[src/design/mahd_pkg.sv]
// package for the mpeg audio header decoder: status and samplerate codes,
// rate tables, reciprocal constants and crc constants; no dependencies
`default_nettype none

package mahd_pkg;

  typedef enum logic [2:0] {
    StOk         = 3'd0,
    StNoSync     = 3'd1,
    StLostSync   = 3'd2,
    StBadLayer   = 3'd3,
    StBadBitrate = 3'd4,
    StBadRate    = 3'd5
  } status_e;

  typedef enum logic [1:0] {
    Fs44k1 = 2'd0,
    Fs48k  = 2'd1,
    Fs32k  = 2'd2
  } fs_e;

  // constant divider: q = floor(x / d), with d = 441, 48 or 32 for 44.1, 48 and 32 kHz
  localparam int unsigned DivXW    = 26;
  localparam int unsigned RecipW   = 22;
  localparam int unsigned DivQW    = DivXW + RecipW - DivXW;
  localparam int unsigned DivShift = DivXW;
  localparam int unsigned DivDW    = 9;

  localparam logic [RecipW-1:0] Recip44k1 = 22'd152174;
  localparam logic [RecipW-1:0] Recip48k  = 22'd1398101;
  localparam logic [RecipW-1:0] Recip32k  = 22'd2097152;
  localparam logic [DivDW-1:0]  Div44k1   = 9'd441;
  localparam logic [DivDW-1:0]  Div48k    = 9'd48;
  localparam logic [DivDW-1:0]  Div32k    = 9'd32;

  localparam logic [15:0] CrcPoly = 16'h8005;
  localparam logic [15:0] CrcInit = 16'hffff;

  localparam logic [10:0] Pcm384  = 11'd384;
  localparam logic [10:0] Pcm576  = 11'd576;
  localparam logic [10:0] Pcm1152 = 11'd1152;

  localparam logic [8:0] RateTab [5][15] = '{
    '{9'd0, 9'd32, 9'd64, 9'd96, 9'd128, 9'd160, 9'd192, 9'd224, 9'd256, 9'd288,
      9'd320, 9'd352, 9'd384, 9'd416, 9'd448},
    '{9'd0, 9'd32, 9'd48, 9'd56, 9'd64, 9'd80, 9'd96, 9'd112, 9'd128, 9'd160,
      9'd192, 9'd224, 9'd256, 9'd320, 9'd384},
    '{9'd0, 9'd32, 9'd40, 9'd48, 9'd56, 9'd64, 9'd80, 9'd96, 9'd112, 9'd128,
      9'd160, 9'd192, 9'd224, 9'd256, 9'd320},
    '{9'd0, 9'd32, 9'd48, 9'd56, 9'd64, 9'd80, 9'd96, 9'd112, 9'd128, 9'd144,
      9'd160, 9'd176, 9'd192, 9'd224, 9'd256},
    '{9'd0, 9'd8, 9'd16, 9'd24, 9'd32, 9'd40, 9'd48, 9'd56, 9'd64, 9'd80,
      9'd96, 9'd112, 9'd128, 9'd144, 9'd160}
  };

  function automatic logic [8:0] rate_kbps(input logic [2:0] row, input logic [3:0] idx);
    logic [8:0] r;
    r = '0;
    if (row < 3'd5 && idx != 4'd15) begin
      r = RateTab[row][idx];
    end
    return r;
  endfunction

  function automatic logic [15:0] base_hz(input fs_e fs);
    logic [15:0] r;
    unique case (fs)
      Fs44k1:  r = 16'd44100;
      Fs48k:   r = 16'd48000;
      Fs32k:   r = 16'd32000;
      default: r = '0;
    endcase
    return r;
  endfunction

endpackage

`default_nettype wire

[src/design/mpeg_audio_header_decoder.sv]
// top level of the mpeg audio frame header decoder: seven-stage pipeline
// depends on mahd_pkg and mahd_cdiv
//
// usage
//   input channel: in_valid_i / in_ready_o with one 32-bit header word per request
//   output channel: out_valid_o / out_ready_i with the decoded fields as separate ports
//   every stage holds its own valid bit; a stage loads when it is empty or when
//   the stage after it moves, so bubbles close up and nothing is dropped or repeated
//   throughput: one header per cycle while out_ready_i is high, through the seven register stages
//   (input, decode, scaling, three divider stages, output register)
//   frame length and duration come from the two three-stage reciprocal dividers
//   while out_ready_i is low the pipeline keeps filling; in_ready_o drops only
//   once all seven stages hold a request
//   reset clears every valid bit; the datapath registers are not reset
`default_nettype none

module mpeg_audio_header_decoder (
  input  logic        clk_i,
  input  logic        rst_ni,
  input  logic        in_valid_i,
  output logic        in_ready_o,
  input  logic [31:0] header_word_i,
  output logic        out_valid_o,
  input  logic        out_ready_i,
  output logic [2:0]  status_o,
  output logic [2:0]  layer_o,
  output logic [18:0] bitrate_bps_o,
  output logic [15:0] samplerate_hz_o,
  output logic [11:0] frame_bytes_o,
  output logic [1:0]  channels_o,
  output logic [10:0] pcm_samples_o,
  output logic [17:0] frame_time_us_o,
  output logic        padding_o,
  output logic        free_format_o,
  output logic        crc_follows_o,
  output logic [15:0] header_crc_o
);

  localparam int unsigned NStages = 7;

  typedef struct packed {
    mahd_pkg::status_e status;
    logic [2:0]        layer;
    logic [8:0]        kbps;
    logic [10:0]       kmul;
    logic [13:0]       dmul;
    mahd_pkg::fs_e     fs;
    logic [1:0]        shift;
    logic [10:0]       pcm;
    logic [1:0]        chans;
    logic              pad;
    logic              prot;
    logic              freef;
    logic              l1;
    logic [15:0]       crc;
    logic [7:0]        lo;
  } dec_t;

  typedef struct packed {
    mahd_pkg::status_e status;
    logic [2:0]        layer;
    logic [18:0]       br;
    logic [15:0]       sr;
    logic [1:0]        chans;
    logic [10:0]       pcm;
    logic              pad;
    logic              prot;
    logic              freef;
    logic              l1;
    logic [15:0]       crc;
  } info_t;

  function automatic logic [15:0] crc_byte(input logic [15:0] crc_in, input logic [7:0] data);
    logic [15:0] c;
    logic        fb;
    c = crc_in;
    for (int i = 7; i >= 0; i--) begin
      fb = data[i] ^ c[15];
      c  = {c[14:0], 1'b0} ^ (fb ? mahd_pkg::CrcPoly : 16'h0000);
    end
    return c;
  endfunction

  logic [NStages-1:0] vld_q, vld_d;
  logic [NStages:0]   en;

  logic [31:0]                 hdr_q;
  dec_t                        dec_d, dec_q;
  info_t                       info_d;
  info_t                       info_q [4];
  logic [mahd_pkg::DivXW-1:0]  xf_d, xd_d, xf_q, xd_q;
  mahd_pkg::fs_e               fs_q;
  logic [mahd_pkg::DivQW-1:0]  qf, qd;

  logic [2:0]  st_q, lay_q;
  logic [18:0] br_q;
  logic [15:0] sr_q, crc_q;
  logic [11:0] fb_q, fb_d, fb_sum;
  logic [1:0]  ch_q;
  logic [10:0] pcm_q;
  logic [17:0] dur_q, dur_d;
  logic        pad_q, free_q, prot_q;

  // request handshake along the stages
  always_comb begin
    en[NStages] = out_ready_i;
    for (int k = NStages - 1; k >= 0; k--) begin
      en[k] = !vld_q[k] || en[k+1];
    end
  end

  assign vld_d = {vld_q[NStages-2:0], in_valid_i};

  always_ff @(posedge clk_i or negedge rst_ni) begin
    if (!rst_ni) begin
      vld_q <= '0;
    end else begin
      vld_q <= (vld_d & en[NStages-1:0]) | (vld_q & ~en[NStages-1:0]);
    end
  end

  assign in_ready_o  = en[0];
  assign out_valid_o = vld_q[NStages-1];

  // decode
  always_comb begin
    logic        lsf, v25;
    logic [2:0]  layer, row;
    logic [3:0]  bidx;
    logic [7:0]  k;
    lsf   = !hdr_q[19];
    v25   = !hdr_q[20];
    layer = 3'd4 - {1'b0, hdr_q[18:17]};
    bidx  = hdr_q[15:12];
    row   = lsf ? (3'd3 + {2'b00, layer[1]}) : (layer - 3'd1);

    priority if (hdr_q[31:21] != 11'h7ff) begin
      dec_d.status = mahd_pkg::StNoSync;
    end else if (!lsf && v25) begin
      dec_d.status = mahd_pkg::StLostSync;
    end else if (layer == 3'd4) begin
      dec_d.status = mahd_pkg::StBadLayer;
    end else if (bidx == 4'd15) begin
      dec_d.status = mahd_pkg::StBadBitrate;
    end else if (hdr_q[11:10] == 2'd3) begin
      dec_d.status = mahd_pkg::StBadRate;
    end else begin
      dec_d.status = mahd_pkg::StOk;
    end

    if (layer == 3'd1) begin
      k           = 8'd12;
      dec_d.pcm   = mahd_pkg::Pcm384;
    end else if (layer == 3'd3 && lsf) begin
      k           = 8'd72;
      dec_d.pcm   = mahd_pkg::Pcm576;
    end else begin
      k           = 8'd144;
      dec_d.pcm   = mahd_pkg::Pcm1152;
    end

    dec_d.fs    = mahd_pkg::fs_e'(hdr_q[11:10]);
    dec_d.layer = layer;
    dec_d.kbps  = mahd_pkg::rate_kbps(row, bidx);
    dec_d.kmul  = (dec_d.fs == mahd_pkg::Fs44k1) ? (11'(k) * 11'd10) : 11'(k);
    dec_d.dmul  = (dec_d.fs == mahd_pkg::Fs44k1) ? 14'd10000 : 14'd1000;
    dec_d.shift = lsf ? (v25 ? 2'd2 : 2'd1) : 2'd0;
    dec_d.chans = (hdr_q[7:6] == 2'd3) ? 2'd1 : 2'd2;
    dec_d.pad   = hdr_q[9];
    dec_d.prot  = !hdr_q[16];
    dec_d.freef = (bidx == 4'd0);
    dec_d.l1    = (layer == 3'd1);
    dec_d.crc   = crc_byte(mahd_pkg::CrcInit, hdr_q[15:8]);
    dec_d.lo    = hdr_q[7:0];
  end

  // scaling for the dividers
  always_comb begin
    logic [19:0] nf;
    logic [24:0] nd;
    nf   = dec_q.kbps * dec_q.kmul;
    nd   = dec_q.pcm * dec_q.dmul;
    xf_d = mahd_pkg::DivXW'(nf) << dec_q.shift;
    xd_d = mahd_pkg::DivXW'(nd) << dec_q.shift;

    info_d.status = dec_q.status;
    info_d.layer  = dec_q.layer;
    info_d.br     = 19'(dec_q.kbps * 10'd1000);
    info_d.sr     = mahd_pkg::base_hz(dec_q.fs) >> dec_q.shift;
    info_d.chans  = dec_q.chans;
    info_d.pcm    = dec_q.pcm;
    info_d.pad    = dec_q.pad;
    info_d.prot   = dec_q.prot;
    info_d.freef  = dec_q.freef;
    info_d.l1     = dec_q.l1;
    info_d.crc    = crc_byte(dec_q.crc, dec_q.lo);

    if (dec_q.status == mahd_pkg::StNoSync) begin
      info_d        = '0;
      info_d.status = mahd_pkg::StNoSync;
    end else if (dec_q.status != mahd_pkg::StOk) begin
      info_d.br    = '0;
      info_d.sr    = '0;
      info_d.freef = 1'b0;
    end
  end

  mahd_cdiv u_div_frame (
    .clk_i (clk_i),
    .en_i  (en[5:3]),
    .fs_i  (fs_q),
    .x_i   (xf_q),
    .q_o   (qf)
  );

  mahd_cdiv u_div_dur (
    .clk_i (clk_i),
    .en_i  (en[5:3]),
    .fs_i  (fs_q),
    .x_i   (xd_q),
    .q_o   (qd)
  );

  // output formatting
  assign fb_sum = 12'(qf) + {11'b0, info_q[3].pad};

  always_comb begin
    if (info_q[3].status != mahd_pkg::StOk || info_q[3].freef) begin
      fb_d = '0;
    end else if (info_q[3].l1) begin
      fb_d = {fb_sum[9:0], 2'b00};
    end else begin
      fb_d = fb_sum;
    end
    dur_d = (info_q[3].status == mahd_pkg::StOk) ? 18'(qd) : '0;
  end

  always_ff @(posedge clk_i) begin
    if (en[0]) begin
      hdr_q <= header_word_i;
    end
    if (en[1]) begin
      dec_q <= dec_d;
    end
    if (en[2]) begin
      info_q[0] <= info_d;
      xf_q      <= xf_d;
      xd_q      <= xd_d;
      fs_q      <= dec_q.fs;
    end
    if (en[3]) begin
      info_q[1] <= info_q[0];
    end
    if (en[4]) begin
      info_q[2] <= info_q[1];
    end
    if (en[5]) begin
      info_q[3] <= info_q[2];
    end
    if (en[6]) begin
      st_q   <= info_q[3].status;
      lay_q  <= info_q[3].layer;
      br_q   <= info_q[3].br;
      sr_q   <= info_q[3].sr;
      fb_q   <= fb_d;
      ch_q   <= info_q[3].chans;
      pcm_q  <= info_q[3].pcm;
      dur_q  <= dur_d;
      pad_q  <= info_q[3].pad;
      free_q <= info_q[3].freef;
      prot_q <= info_q[3].prot;
      crc_q  <= info_q[3].crc;
    end
  end

  assign status_o        = st_q;
  assign layer_o         = lay_q;
  assign bitrate_bps_o   = br_q;
  assign samplerate_hz_o = sr_q;
  assign frame_bytes_o   = fb_q;
  assign channels_o      = ch_q;
  assign pcm_samples_o   = pcm_q;
  assign frame_time_us_o = dur_q;
  assign padding_o       = pad_q;
  assign free_format_o   = free_q;
  assign crc_follows_o   = prot_q;
  assign header_crc_o    = crc_q;

  a_ready_full: assert property (@(posedge clk_i) disable iff (!rst_ni)
    !in_ready_o |-> (&vld_q) && !out_ready_i)
    else $error("input stalled while the pipeline has room");

  a_err_zero: assert property (@(posedge clk_i) disable iff (!rst_ni)
    out_valid_o && (status_o != mahd_pkg::StOk) |->
      frame_bytes_o == '0 && frame_time_us_o == '0)
    else $error("rejected header carries a frame length or duration");

  a_free_fmt: assert property (@(posedge clk_i) disable iff (!rst_ni)
    out_valid_o && free_format_o |-> status_o == mahd_pkg::StOk && frame_bytes_o == '0)
    else $error("free format result inconsistent");

endmodule

`default_nettype wire

[src/design/mahd_cdiv.sv]
// three-stage divider by one of the three base sample rates (scaled)
// reciprocal multiply, back-multiply, single correction step; uses mahd_pkg
`default_nettype none

module mahd_cdiv (
  input  logic                         clk_i,
  input  logic [2:0]                   en_i,
  input  mahd_pkg::fs_e                fs_i,
  input  logic [mahd_pkg::DivXW-1:0]   x_i,
  output logic [mahd_pkg::DivQW-1:0]   q_o
);

  localparam int unsigned PW  = mahd_pkg::DivXW + mahd_pkg::RecipW;
  localparam int unsigned P2W = mahd_pkg::DivQW + mahd_pkg::DivDW;

  logic [mahd_pkg::RecipW-1:0] recip;
  logic [mahd_pkg::DivDW-1:0]  dsr;
  logic [PW-1:0]               prod_d, prod_q;
  logic [mahd_pkg::DivXW-1:0]  xa_q, xb_q;
  logic [mahd_pkg::DivDW-1:0]  da_q, db_q;
  logic [mahd_pkg::DivQW-1:0]  qest, qb_q, q_d, q_q;
  logic [P2W-1:0]              prod2_d, prod2_q;
  logic [mahd_pkg::DivXW-1:0]  rem;

  always_comb begin
    unique case (fs_i)
      mahd_pkg::Fs44k1: begin
        recip = mahd_pkg::Recip44k1;
        dsr   = mahd_pkg::Div44k1;
      end
      mahd_pkg::Fs48k: begin
        recip = mahd_pkg::Recip48k;
        dsr   = mahd_pkg::Div48k;
      end
      default: begin
        recip = mahd_pkg::Recip32k;
        dsr   = mahd_pkg::Div32k;
      end
    endcase
  end

  // estimate is exact or one short
  assign prod_d  = x_i * recip;
  assign qest    = prod_q[PW-1:mahd_pkg::DivShift];
  assign prod2_d = qest * da_q;
  assign rem     = xb_q - prod2_q[mahd_pkg::DivXW-1:0];
  assign q_d     = qb_q + mahd_pkg::DivQW'(rem >= mahd_pkg::DivXW'(db_q));

  always_ff @(posedge clk_i) begin
    if (en_i[0]) begin
      prod_q <= prod_d;
      xa_q   <= x_i;
      da_q   <= dsr;
    end
    if (en_i[1]) begin
      prod2_q <= prod2_d;
      qb_q    <= qest;
      xb_q    <= xa_q;
      db_q    <= da_q;
    end
    if (en_i[2]) begin
      q_q <= q_d;
    end
  end

  assign q_o = q_q;

endmodule

`default_nettype wire

[config.mk]
export PLATFORM = sky130hd
export DESIGN_NAME = mpeg_audio_header_decoder
export DESIGN_NICKNAME = d
export VERILOG_FILES = /design/src/design/mahd_pkg.sv /design/src/design/mpeg_audio_header_decoder.sv /design/src/design/mahd_cdiv.sv
export SDC_FILE = /design/constraint.sdc
export NUM_CORES = 2
export LEC_CHECK = 0
export ABC_AREA = 1
export BUFFER_PORTS_ARGS = -buffer_cell sky130_fd_sc_hd__buf_4
export CAP_MARGIN = 25
export CORE_MARGIN = 3
export CORE_UTILIZATION = 49
export CTS_CLUSTER_SIZE = 20
export DETAILED_ROUTE_END_ITERATION = 7
export PLACE_DENSITY = 0.7
export REMOVE_ABC_BUFFERS = 1
export SLEW_MARGIN = 20
export SYNTH_ARGS = -nofsm -noshare
export SYNTH_HDL_FRONTEND = slang
export SYNTH_SLANG_ARGS = --single-unit
export TNS_END_PERCENT = 50
[constraint.sdc]
create_clock -name clk_i -period 19.9 [get_ports clk_i]
set_clock_uncertainty 0.05 [all_clocks]
set_input_delay 2.985 -clock clk_i [delete_from_list [all_inputs] [get_ports clk_i]]
set_output_delay 2.985 -clock clk_i [all_outputs]
set_load 0.01 [all_outputs]
==> impl_metrics.env <==
export IMPL_grt_pass1_wl_mm=215
export IMPL_r2r_start="fs_q[1]"
export IMPL_crit_top_cell="nor2_1"
export IMPL_setup_slack_ps=10000
export IMPL_slew_viol_final=0
export IMPL_num_fill_cells=10600
export IMPL_die_area_mm2=0.128
export IMPL_cts_root_buf="clkbuf_16"
export IMPL_slew_limit_headroom_pct=34.4
export IMPL_yosysTopAreaCell="edfxtp_1"
export IMPL_cp_cell_sequence="buf_4 -> nor2_1 -> inv_4 -> nor2_1 -> inv_4 -> nor2_1 -> inv_8 -> nor2_1 -> inv_6 -> nor2_1 -> inv_4 -> nor2_1 -> nand2_1 -> buf_4"
export IMPL_cp_arrival_ps=6870
export IMPL_ctsResizeCount=0
export IMPL_start_util_pct=49.6
export IMPL_dpl_hpwl_mm=110
export IMPL_final_cell_mix="inv_1 (1525), ha_1 (754), edfxtp_1 (694), fa_1 (675), nand2_1 (674)"
export IMPL_synth_top_area_share_pct=34.3
export IMPL_cp_start_kind="input pin"
export IMPL_syn_cell_area_mm2=0.0607
export IMPL_num_rows=128
export IMPL_cts_tree="done"
export IMPL_ys_ff_latch=701
export IMPL_grt_total_usage_pct=21.5
export IMPL_syn_to_final_growth_pct=9.14
export IMPL_via_per_inst=5.04
export IMPL_worstRegToRegCells=28
export IMPL_diodes=0
export IMPL_cts_hold_buffers=0
export IMPL_layout_min_cycle_time_ps=9900
export IMPL_io_buffers=128
export IMPL_drc=0
export IMPL_syn_inst=5867
export IMPL_grt_max_degree=125
export IMPL_syn_avg_cell_area_um2=10.4
export IMPL_hold_viol=0
export IMPL_clock_sinks=701
export IMPL_yosys_top_cells_area="edfxtp_1 (34%), fa_1 (22%), ha_1 (16%), inv_1 (9.5%), nand2_1 (4.2%)"
export IMPL_num_vias=39100
export IMPL_hold_class="register to register"
export IMPL_maxCapViolCount=0
export IMPL_drt_initial_drc_count=2527
export IMPL_min_delay_start="info_q[1][71]"
export IMPL_gp_congestion=0.935
export IMPL_fin_tns_setup_ps=0
export IMPL_final_layout_size_suffix_gt1_share_pct=5.19
export IMPL_hold_depth=0
export IMPL_first_global_vias=40400
export IMPL_h_tree_depth=3
export IMPL_synthArstFlopShare_pct=0.999
export IMPL_clk_pin_slew_ps=60
export IMPL_fmax_mhz=101
export IMPL_outcome="finished clean"
export IMPL_dp_slack_ps=9850
export IMPL_die_w_um=358
export IMPL_end_kind="output pin"
export IMPL_clockBufferDepth=3
export IMPL_clock_latency_ps=670
export IMPL_overflow=0
export IMPL_detail_route_antenna_nets=0
export IMPL_tightest_slew_ps=980
export IMPL_post_route_period_util_pct=49.8
export IMPL_critical_path_max_fanout=124
export IMPL_antenna_found_initial=3
export IMPL_routedWlPerCell_um=17.3
export IMPL_critPathKind="input pin to output pin"
export IMPL_coreArea_mm2=0.122
export IMPL_ios=141
export IMPL_first_pass_iters=6
export IMPL_cp_slowest_stage_delay_ps=630
export IMPL_min_to="info_q[2][71]"
export IMPL_setup_violations=0
export IMPL_fin_nets=7533
export IMPL_final_common_cell="inv_1"
export IMPL_synthFlopType="edfxtp_1"
export IMPL_rsz0062_at_grt="false"
export IMPL_cp_required_ps=16860
export IMPL_drt_wl_total_mm=134
export IMPL_critPathSlowestCell="inv_6"
export IMPL_cts_buffers_inserted=77
export IMPL_fp_dieH_um=358
export IMPL_rr_endpoint="u_div_frame.prod_q[45]"
export IMPL_yosysSeqAreaShare_pct=34.6
export IMPL_regToRegSetupSlack_ps=11950
export IMPL_post_cts_buffers=0
export IMPL_ys_warnings_count=0
export IMPL_netlist_cell_type_count=65
export IMPL_synth_edff_count=694
-- logic make-up (layout without fill, tap and decap cells) --
family,Yosys count,after routing,share of synthesized area [%]
compound gates,543,543,5.12
buf+inv,1618,1831,10.1
xor+xnor,206,206,3.00
fa+ha+maj,1429,1429,37.8
mux,19,19,0.313
simple gates,1349,1349,9.08
other cells,2,50,0.0124
flops,701,701,34.6
-- worst max-delay path: cells and delay by family --
| kind | cells | cell delay, ps |
|---|---|---|
| AND/OR/NAND/NOR | 7 | 1070 |
| buffers and inverters | 7 | 2710 |
-- flip-flops by register name (all words and copies together), names as in the netlist, 12 cells and up --
| name | cells |
|---|---|
| bitrate_bps_o | 13 |
| dec_q | 55 |
| frame_bytes_o | 12 |
| frame_time_us_o | 18 |
| hdr_q | 32 |
| header_crc_o | 16 |
| info_q | 244 |
| samplerate_hz_o | 16 |
| u_div_dur.prod2_q | 26 |
| u_div_dur.prod_q | 22 |
| u_div_dur.q_o | 18 |
| u_div_dur.qb_q | 18 |
| u_div_dur.xa_q | 17 |
| u_div_dur.xb_q | 17 |
| u_div_frame.prod2_q | 26 |
| u_div_frame.prod_q | 22 |
| u_div_frame.q_o | 12 |
| u_div_frame.qb_q | 12 |
| u_div_frame.xa_q | 20 |
| u_div_frame.xb_q | 20 |
| xd_q | 17 |
| xf_q | 20 |
-- metrics by stage --
| stage | hold slack [ps] | area (µm²) | utilization (%) | std cells |
|---|---|---|---|---|
| floorplan | 350 | 60600 | - | 5840 |
| global placement | 350 | 63700 | 52.1 | 7614 |
| detailed placement | 355 | 63700 | 52.1 | 7614 |
| CTS | 358 | 66300 | 54.2 | 7753 |
| global route | 370 | 66300 | 54.2 | 7753 |
| finish | 362 | 66300 | 54.2 | 7753 |
-- final cells by class --
| type | instances | area (µm²) | area share, % |
|---|---|---|---|
| Inverter | 1543 | 5810 | 8.77 |
| Sequential cell | 701 | 21000 | 31.7 |
| Clock inverter | 49 | 554 | 0.836 |
| Clock buffer | 90 | 1980 | 2.98 |
| Tap cell | 1625 | 2030 | 3.07 |
| Multi-Input combinational cell | 3596 | 33800 | 50.9 |
| Timing Repair Buffer | 149 | 1120 | 1.69 |
-- worst max path at each step --
stage | startpoint | endpoint | slack [ps] | cells past startpoint
2_1_floorplan | out_ready_i | in_ready_o | 230 | 12
3_3_place_gp | out_ready_i | in_ready_o | 9880 | 14
3_5_place_dp | out_ready_i | in_ready_o | 9850 | 14
4_1_cts | out_ready_i | in_ready_o | 9820 | 14
5_1_grt | out_ready_i | in_ready_o | 9530 | 14
6_report | out_ready_i | in_ready_o | 10000 | 14
-- routing by layer --
metal	vias up	track usage, %	part of all wire (%)
li1	18900	-	-
met3	230	3.59	6.2
met4	2	6.87	3.3
met1	19000	28.9	43
met2	1010	35.6	48
met5	-	0	0.0082
-- Yosys cell counts, types with 5 or more instances --
| cell | number |
|---|---|
| fa_1 | 675 |
| a21o_1 | 26 |
| nand2_1 | 674 |
| o22ai_1 | 17 |
| dfrtp_1 | 7 |
| o21ai_1 | 31 |
| nor2_1 | 428 |
| xor2_1 | 139 |
| nand3b_1 | 8 |
| a21boi_0 | 6 |
| ha_1 | 754 |
| nor3_1 | 32 |
| o21ai_0 | 137 |
| edfxtp_1 | 694 |
| nor4_1 | 5 |
| mux2i_1 | 19 |
| xnor2_1 | 65 |
| o211ai_1 | 7 |
| nand4_1 | 36 |
| o2111ai_1 | 5 |
| inv_1 | 1531 |
| nor2_2 | 7 |
| nand3_1 | 137 |
| a31oi_1 | 26 |
| a21oi_1 | 220 |
| o21a_1 | 10 |
| o21bai_1 | 16 |
| a21boi_1 | 5 |
| a211oi_1 | 5 |
| inv_2 | 8 |
| buf_4 | 13 |
| clkbuf_1 | 55 |
Power is not shown: default switching activity piles up to over one toggle a cycle in this logic, so the estimate is an artifact.
